==> src/rtl/exterior_dangle_chain_min_assert.svh <==
// Assertion macros shared by the exterior loop dangle chain RTL.
`ifndef EXTERIOR_DANGLE_CHAIN_MIN_ASSERT_SVH
`define EXTERIOR_DANGLE_CHAIN_MIN_ASSERT_SVH

// same-cycle implication, checked outside reset
`define EDCM_ASSERT_NOW(label, clk, rst_n, ante, cons, msg) \
    label: assert property (@(posedge clk) disable iff (!rst_n) (ante) |-> (cons)) \
        else $error(msg);

// next-cycle implication, checked outside reset
`define EDCM_ASSERT_NEXT(label, clk, rst_n, ante, cons, msg) \
    label: assert property (@(posedge clk) disable iff (!rst_n) (ante) |=> (cons)) \
        else $error(msg);

`endif

==> src/rtl/edcm_pkg.sv <==
// Types, constants and arithmetic helpers for the exterior loop dangle chain block.
package edcm_pkg;

    localparam int POS_FIELD_W = 16;
    localparam int EN_W        = 18;
    localparam int COST_W      = 32;
    localparam int SUM_W       = 34;
    localparam int JOIN_GAP    = 2;
    localparam int S_DATA_W    = 104;

    localparam logic signed [SUM_W-1:0]  COST_MAX_W = 34'sd2147483647;
    localparam logic signed [SUM_W-1:0]  COST_MIN_W = -34'sd2147483648;
    localparam logic signed [COST_W-1:0] COST_MAX   = 32'sh7FFF_FFFF;
    localparam logic signed [COST_W-1:0] COST_MIN   = 32'sh8000_0000;

    typedef struct packed {
        logic [POS_FIELD_W-1:0] begin_pos;
        logic [POS_FIELD_W-1:0] end_pos;
        logic                   pk;
        logic signed [EN_W-1:0] e_none;
        logic signed [EN_W-1:0] e_left;
        logic signed [EN_W-1:0] e_right;
        logic signed [EN_W-1:0] e_both;
        logic                   last;
    } item_t;

    typedef struct packed {
        logic signed [COST_W-1:0] total;
        logic signed [COST_W-1:0] free_cost;
        logic signed [COST_W-1:0] taken_cost;
        logic                     error;
    } sum_t;

    function automatic logic signed [COST_W-1:0] sat_cost(input logic signed [SUM_W-1:0] v);
        logic signed [COST_W-1:0] r;
        if (v > COST_MAX_W)
        begin
            r = COST_MAX;
        end
        else if (v < COST_MIN_W)
        begin
            r = COST_MIN;
        end
        else
        begin
            r = $signed(v[COST_W-1:0]);
        end
        return r;
    endfunction

    function automatic logic signed [SUM_W-1:0] min_wide(input logic signed [SUM_W-1:0] a,
                                                         input logic signed [SUM_W-1:0] b);
        return (a < b) ? a : b;
    endfunction

    function automatic logic signed [COST_W-1:0] min_cost(input logic signed [COST_W-1:0] a,
                                                          input logic signed [COST_W-1:0] b);
        return (a < b) ? a : b;
    endfunction

endpackage

==> src/rtl/edcm_chain.sv <==
// Chain state registers and the per-child two-state min-plus update.
`include "exterior_dangle_chain_min_assert.svh"

module edcm_chain #(
    parameter int INF_VALUE = 10000000,
    parameter int POS_WIDTH = 16
) (
    input  logic           clk,
    input  logic           rst_n,
    input  logic           step,
    input  edcm_pkg::item_t item,
    output edcm_pkg::sum_t  sum
);

    localparam int DW = POS_WIDTH + 1;
    localparam logic signed [edcm_pkg::COST_W-1:0] INF_COST = edcm_pkg::COST_W'(INF_VALUE);
    localparam logic signed [edcm_pkg::SUM_W-1:0]  INF_WIDE = edcm_pkg::SUM_W'(INF_VALUE);

    logic signed [edcm_pkg::COST_W-1:0] free_reg, free_next;
    logic signed [edcm_pkg::COST_W-1:0] taken_reg, taken_next;
    logic signed [edcm_pkg::COST_W-1:0] total_reg, total_next;
    logic [POS_WIDTH-1:0]               prev_end_reg, prev_end_next;
    logic                               seen_reg, seen_next;
    logic                               error_reg, error_next;

    logic [POS_WIDTH-1:0]               b_pos;
    logic [DW-1:0]                      gap;
    logic                               joins;
    logic                               active;
    logic                               close;
    logic signed [edcm_pkg::COST_W-1:0] chain_min;
    logic signed [edcm_pkg::COST_W-1:0] total_closed;
    logic signed [edcm_pkg::COST_W-1:0] f_use, t_use, total_use;
    logic signed [edcm_pkg::SUM_W-1:0]  f_w, t_w;
    logic signed [edcm_pkg::SUM_W-1:0]  nf, nt;
    logic signed [edcm_pkg::COST_W-1:0] free_upd, taken_upd, total_upd;
    logic                               error_upd;

    always_comb
    begin
        b_pos        = POS_WIDTH'(item.begin_pos);
        gap          = {1'b0, b_pos} - {1'b0, prev_end_reg};
        joins        = !gap[POS_WIDTH] && (gap <= DW'(edcm_pkg::JOIN_GAP));
        active       = !seen_reg || !item.pk;
        close        = seen_reg && !joins;
        chain_min    = edcm_pkg::min_cost(free_reg, taken_reg);
        total_closed = edcm_pkg::sat_cost(edcm_pkg::SUM_W'(total_reg)
                                          + edcm_pkg::SUM_W'(chain_min));
        f_use        = close ? '0 : free_reg;
        t_use        = close ? INF_COST : taken_reg;
        total_use    = close ? total_closed : total_reg;
        f_w          = edcm_pkg::SUM_W'(f_use);
        t_w          = edcm_pkg::SUM_W'(t_use);
        nf = edcm_pkg::min_wide(edcm_pkg::min_wide(f_w + edcm_pkg::SUM_W'(item.e_none),
                                                   f_w + edcm_pkg::SUM_W'(item.e_left)),
                                t_w + edcm_pkg::SUM_W'(item.e_none));
        nt = edcm_pkg::min_wide(edcm_pkg::min_wide(f_w + edcm_pkg::SUM_W'(item.e_right),
                                                   t_w + edcm_pkg::SUM_W'(item.e_right)),
                                f_w + edcm_pkg::SUM_W'(item.e_both));
        if (active)
        begin
            free_upd  = edcm_pkg::sat_cost(nf);
            taken_upd = edcm_pkg::sat_cost(nt);
            total_upd = total_use;
            error_upd = error_reg || (nf > INF_WIDE) || (nt > INF_WIDE);
        end
        else
        begin
            free_upd  = free_reg;
            taken_upd = taken_reg;
            total_upd = total_reg;
            error_upd = error_reg;
        end
        sum.total      = total_upd;
        sum.free_cost  = free_upd;
        sum.taken_cost = taken_upd;
        sum.error      = error_upd;
    end

    always_comb
    begin
        free_next     = free_reg;
        taken_next    = taken_reg;
        total_next    = total_reg;
        prev_end_next = prev_end_reg;
        seen_next     = seen_reg;
        error_next    = error_reg;
        if (step)
        begin
            if (item.last)
            begin
                free_next     = '0;
                taken_next    = INF_COST;
                total_next    = '0;
                prev_end_next = '0;
                seen_next     = 1'b0;
                error_next    = 1'b0;
            end
            else
            begin
                free_next     = free_upd;
                taken_next    = taken_upd;
                total_next    = total_upd;
                prev_end_next = POS_WIDTH'(item.end_pos);
                seen_next     = 1'b1;
                error_next    = error_upd;
            end
        end
    end

    always_ff @(posedge clk or negedge rst_n)
    begin
        if (!rst_n)
        begin
            free_reg     <= '0;
            taken_reg    <= INF_COST;
            total_reg    <= '0;
            prev_end_reg <= '0;
            seen_reg     <= 1'b0;
            error_reg    <= 1'b0;
        end
        else
        begin
            free_reg     <= free_next;
            taken_reg    <= taken_next;
            total_reg    <= total_next;
            prev_end_reg <= prev_end_next;
            seen_reg     <= seen_next;
            error_reg    <= error_next;
        end
    end

    `EDCM_ASSERT_NEXT(a_last_clears, clk, rst_n, step && item.last,
        !seen_reg && !error_reg && (free_reg == '0) && (taken_reg == INF_COST)
        && (total_reg == '0), "chain state not cleared after last child")
    `EDCM_ASSERT_NEXT(a_seen_sets, clk, rst_n, step && !item.last, seen_reg,
        "first child not recorded")
    `EDCM_ASSERT_NEXT(a_error_sticky, clk, rst_n, error_reg && !(step && item.last),
        error_reg, "overflow flag dropped inside a loop")
    `EDCM_ASSERT_NEXT(a_idle_holds, clk, rst_n, !step,
        $stable(free_reg) && $stable(taken_reg) && $stable(total_reg),
        "chain state moved without a child")

endmodule

==> src/rtl/exterior_dangle_chain_min.sv <==
// Top level of the exterior loop dangle chain block: stream ports and pipeline stages.
//
// Usage:
//   Feed the stem children of one exterior loop in order on the s_* channel,
//   one word per child; s_tlast marks the final child of the loop and
//   s_tuser flags a pseudoknot child.
//   One result word per loop leaves on the m_* channel: the summed chain
//   minimum energy in m_tdata and the overflow flag in m_tuser.
//   A loop's result moves from the input register, through the chain update,
//   into the close stage, and from the final chain close into the output
//   register.
//   Throughput: one child per cycle while s_tready is high; the chain state
//   loop closes through the add/min/saturate logic of the update stage.
//   Reset clears the chain state to an empty loop and empties every stage.
//   When the receiver stalls, a finished result holds in the output register
//   and a second one in the close stage; children that carry no result keep
//   flowing until a further last child would need a full stage, at which
//   point s_tready drops.
`include "exterior_dangle_chain_min_assert.svh"

module exterior_dangle_chain_min #(
    parameter int INF_VALUE = 10000000,
    parameter int POS_WIDTH = 16
) (
    input  logic                          clk,
    input  logic                          rst_n,
    input  logic                          s_tvalid,
    output logic                          s_tready,
    // child_begin, child_end, energy_none, energy_left, energy_right, energy_both
    input  logic [edcm_pkg::S_DATA_W-1:0] s_tdata,
    // is_pseudoknot
    input  logic                          s_tuser,
    input  logic                          s_tlast,
    output logic                          m_tvalid,
    input  logic                          m_tready,
    // total_energy
    output logic [edcm_pkg::COST_W-1:0]   m_tdata,
    // overflow
    output logic                          m_tuser
);

    logic                               in_valid_reg;
    edcm_pkg::item_t                    in_item_reg;
    logic                               fin_valid_reg;
    edcm_pkg::sum_t                     fin_reg;
    logic                               out_valid_reg;
    logic signed [edcm_pkg::COST_W-1:0] out_total_reg;
    logic                               out_ovf_reg;

    edcm_pkg::item_t                    s_item;
    edcm_pkg::sum_t                     sum;
    logic                               out_ready;
    logic                               fin_ready;
    logic                               in_move;
    logic                               step;
    logic                               s_take;
    logic signed [edcm_pkg::COST_W-1:0] fin_min;
    logic signed [edcm_pkg::COST_W-1:0] fin_total;

    always_comb
    begin
        s_item.begin_pos = s_tdata[15:0];
        s_item.end_pos   = s_tdata[31:16];
        s_item.pk        = s_tuser;
        s_item.e_none    = $signed(s_tdata[49:32]);
        s_item.e_left    = $signed(s_tdata[67:50]);
        s_item.e_right   = $signed(s_tdata[85:68]);
        s_item.e_both    = $signed(s_tdata[103:86]);
        s_item.last      = s_tlast;
    end

    assign out_ready = !out_valid_reg || m_tready;
    assign fin_ready = !fin_valid_reg || out_ready;
    assign in_move   = !in_item_reg.last || fin_ready;
    assign step      = in_valid_reg && in_move;
    assign s_tready  = !in_valid_reg || in_move;
    assign s_take    = s_tvalid && s_tready;

    assign fin_min   = edcm_pkg::min_cost(fin_reg.free_cost, fin_reg.taken_cost);
    assign fin_total = edcm_pkg::sat_cost(edcm_pkg::SUM_W'(fin_reg.total)
                                          + edcm_pkg::SUM_W'(fin_min));

    edcm_chain #(
        .INF_VALUE(INF_VALUE),
        .POS_WIDTH(POS_WIDTH)
    ) u_chain (
        .clk  (clk),
        .rst_n(rst_n),
        .step (step),
        .item (in_item_reg),
        .sum  (sum)
    );

    always_ff @(posedge clk or negedge rst_n)
    begin
        if (!rst_n)
        begin
            in_valid_reg  <= 1'b0;
            fin_valid_reg <= 1'b0;
            out_valid_reg <= 1'b0;
        end
        else
        begin
            if (s_tready)
            begin
                in_valid_reg <= s_tvalid;
            end
            if (fin_ready)
            begin
                fin_valid_reg <= step && in_item_reg.last;
            end
            if (out_ready)
            begin
                out_valid_reg <= fin_valid_reg;
            end
        end
    end

    always_ff @(posedge clk)
    begin
        if (s_take)
        begin
            in_item_reg <= s_item;
        end
        if (fin_ready && step && in_item_reg.last)
        begin
            fin_reg <= sum;
        end
        if (out_ready && fin_valid_reg)
        begin
            out_total_reg <= fin_total;
            out_ovf_reg   <= fin_reg.error;
        end
    end

    assign m_tvalid = out_valid_reg;
    assign m_tdata  = out_total_reg;
    assign m_tuser  = out_ovf_reg;

    `EDCM_ASSERT_NOW(a_stall_has_word, clk, rst_n, !s_tready,
        in_valid_reg && in_item_reg.last && fin_valid_reg && out_valid_reg,
        "input stalled without a full pipeline")
    `EDCM_ASSERT_NEXT(a_fin_holds, clk, rst_n, fin_valid_reg && !out_ready,
        fin_valid_reg && $stable(fin_reg), "close stage lost its word")
    `EDCM_ASSERT_NEXT(a_last_reaches_fin, clk, rst_n, step && in_item_reg.last,
        fin_valid_reg, "last child did not reach close stage")

endmodule

==> config.mk <==
export PLATFORM = sky130hd
export DESIGN_NAME = exterior_dangle_chain_min
export DESIGN_NICKNAME = d
export VERILOG_FILES = /design/src/rtl/edcm_pkg.sv /design/src/rtl/edcm_chain.sv /design/src/rtl/exterior_dangle_chain_min.sv
export VERILOG_INCLUDE_DIRS = /design/src /design/src/rtl
export SDC_FILE = /design/constraint.sdc
export NUM_CORES = 2
export LEC_CHECK = 0
export BUFFER_PORTS_ARGS = -buffer_cell sky130_fd_sc_hd__clkbuf_2
export CAP_MARGIN = 0
export CORE_MARGIN = 3
export CORE_UTILIZATION = 25
export CTS_CLUSTER_DIAMETER = 80
export DETAILED_ROUTE_END_ITERATION = 8
export PLACE_DENSITY = 0.49
export SLEW_MARGIN = 15
export SYNTH_ARGS = -nofsm -noshare
export SYNTH_HDL_FRONTEND = slang
export SYNTH_HIERARCHICAL = 1
export SYNTH_SLANG_ARGS = --single-unit
==> constraint.sdc <==
create_clock -name clk -period 14.9 [get_ports clk]
set_clock_uncertainty 0.2 [all_clocks]
set_input_delay 0 -clock clk [delete_from_list [all_inputs] [get_ports clk]]
set_output_delay 0 -clock clk [all_outputs]
set_load 0.05 [all_outputs]
==> qor.csv <==
metric;value;unit
dr.pass1.iters;6;
synth_top_cells_by_count;ha_1, a21oi_1, nor2_1;
multiInputGateArea;24600;sq um
cts.sinks;353;
synth_area;36100;sq um
synthMuxAreaShare;4.09;%
hp-class;input pin to register;
critPathArrivalTime;14.42;ns
clk_transition_reported_paths;0.06;ns
cts.path.max_buffers;3;
period_share;94.5;%
final_util;30.2;%
ys_warn_count;6;
crit_slowest_cell;mux2i_1;
synth_xor_area_share;5.63;%
status;complete, no violations;
via_per_inst;5.25;
gp_congestion;0.918;
core;142000;sq um
nNetsFinal;4973;
largest_register_ff_count;106;
syn_avg_cell_area;8.79;sq um
fmax;71.0;MHz
vias;33400;
start_util;25.3;%
ys_seq_area_share;27.8;%
synth_fp_nets;4657;
yosys.area_share.adder;16.7;%
hold_viol;0;
start_kind;register;
fillerInstances;15100;
cts_made_buffers;47;
die_w;386;um
crit_end;u_chain/free_reg[23]$_DFFE_PN0P_;
hpwl;109000;um
ios;145;
slew_headroom;25.9;%
end_kind;register;
fp-row-count;138;
synth_top_family_by_area;compound AO/OA/AOI/OAI gates;
dpl_cell_area;39100;sq um
cts_tree;built;
ant_nets;0;
synth-seq-cells;353;
syn_to_final_growth;19.4;%
antenna_found_initial;1;
max-cap-violations;0;
clk_latency;0.65;ns
fin_crit;14.07;ns
syn_inst;4101;
dp.cells;6036;
drc;0;
grt_pass1_wl;205000;um
drtIter0Drc;2873;
drive_above_1_share;10.5;%
ys.flop_type;edfxtp_1;
die_area;149000;sq um
max_stage_delay;0.65;ns
wirelength;137000;um
rr_worst_depth;52;
grt_max_degree;68;
seq_area;10000;sq um
synth_edf_count;236;
critPathLaunch;u_chain/prev_end_reg[0]$_DFFE_PN0P_;
async_reset_ff_share;33.1;%
setup_viol_count_final;0;
path_class;register to register;
synth_cell_types;111;
grt-ovfl-total;0;
crit_fanout;34;
synthSimpleGateAreaFrac;14.7;%
yosys-top-cells-area;edfxtp_1, ha_1, dfrtp_1;
worst_pin_slew;1.11;ns
reg2reg_slack;0.83;ns
yosysMostFrequentCell;ha_1;
final_cell_area;43100;sq um
synth_compound_area_share;26.3;%
final_max_slew_viol_count;0;
htreeDepth;2;
port_buffers;144;
grt_pass1_vias;32300;
r2r_start;u_chain/prev_end_reg[0]$_DFFE_PN0P_;
netlist.area_leader.share;19.6;%
wl_per_cell;21.7;um
cp_data_required_time;15.24;ns
synth_area_leader_cell;edfxtp_1;
cts_root_buf;clkbuf_16;
cp_common_cell;a21oi_1;
die_y;386;um
stdcell_count;6347;
timing.rr.end;u_chain/free_reg[23]$_DFFE_PN0P_;
grtUsageTotal;17.9;%
==> how the worst min path moves through the flow <==
stage	startpoint	endpoint	slack, ns	cells past startpoint
final	m_tready	m_tvalid$_DFFE_PN0P_	0.05	4
after global routing	m_tready	m_tvalid$_DFFE_PN0P_	0.08	4
after CTS	m_tready	m_tvalid$_DFFE_PN0P_	0.003	4
after detailed placement	rst_n	u_chain/total_reg[29]$_DFFE_PN0P_	-0.03	1
after global placement	rst_n	u_chain/total_reg[29]$_DFFE_PN0P_	-0.04	1
after floorplan	rst_n	fin_valid_reg$_DFFE_PN0P_	-0.50	0
==> layout by cell type, fill, tap and decap left out, types with 38 or more instances in the layout <==
| cell type | synthesis | final |
|---|---|---|
| ha_1 | 437 | 437 |
| a21oi_1 | 373 | 370 |
| nor2_1 | 306 | 302 |
| nand2_1 | 268 | 268 |
| inv_1 | 251 | 251 |
| o21ai_0 | 249 | 247 |
| edfxtp_1 | 236 | 236 |
| dlygate4sd3_1 | 0 | 218 |
| xnor2_1 | 160 | 160 |
| clkbuf_2 | 0 | 143 |
| a21o_1 | 141 | 141 |
| dfrtp_1 | 109 | 109 |
| a221o_1 | 86 | 86 |
| mux2i_1 | 84 | 81 |
| buf_4 | 4 | 72 |
| xor2_1 | 70 | 70 |
| nand2b_1 | 66 | 66 |
| o21bai_1 | 61 | 61 |
| nand3_1 | 56 | 56 |
| mux2_2 | 54 | 54 |
| nor2b_1 | 52 | 52 |
| and2_1 | 53 | 51 |
| nor3_1 | 50 | 50 |
| nand4_1 | 47 | 47 |
| clkbuf_16 | 0 | 47 |
| o21a_1 | 43 | 43 |
| a31oi_1 | 44 | 43 |
| o211ai_1 | 41 | 41 |
| and3_1 | 38 | 38 |
| maj3_1 | 38 | 38 |
==> critical path, delay by kind of cell (launching register included) <==
kind,cells,cell delay [ns]
AO/OA/AOI/OAI,29,7.19
multiplexers,3,1.20
AND/OR/NAND/NOR,11,2.25
adder cells (fa/ha/maj),5,1.80
buffers and inverters,4,0.96
flip-flops,1,0.38
==> through the flow <==
step / setup TNS (ns) / hold WS (ns) / setup slack (ns)
3_5_place_dp: 0 / -0.0264 / 0.293
6_report: 0 / 0.0501 / 0.825
4_1_cts: 0 / 0.00307 / 0.211
5_1_grt: -0.0565 / 0.0791 / -0.0378
2_1_floorplan: 0 / -0.496 / 1.43
3_3_place_gp: 0 / -0.0402 / 0.484
==> repair_timing <==
item	4_1_cts	5_1_grt
setup endpoints to repair	0	102
hold buffers	219	0
resized for setup	0	16
endpoints found under the hold margin	220	0
buffers inserted	0	3
==> layer usage <==
layer  track usage (%)  routed length, um  up-vias
met2              30.0              64300      927
met1              24.1              62200    16200
met4              5.43               4340        0
met5                 0                  0        -
li1                  -                  -    16100
met3              2.15               6610      167
==> cells by family (layout without fill, tap and decap cells) <==
logic type | Yosys count | after routing
mux | 140 | 140
flops | 353 | 353
xor+xnor | 231 | 231
compound gates | 1399 | 1399
other cells | 0 | 1
buf+inv | 425 | 780
fa+ha+maj | 484 | 484
simple gates | 1069 | 1069
==> final cells by class <==
cell class                      instances  area share (%)
Antenna cell                            1         0.00581
Clock buffer                           60            2.98
Clock inverter                         28           0.782
Inverter                              254            2.21
Multi-Input combinational cell       3323            57.0
Sequential cell                       353            23.3
Tap cell                             1890            5.49
Timing Repair Buffer                  438            8.20
Power is left out: the tool's default activity adds up to more than one toggle a clock period on the data nets, which glitch-free logic cannot reach.
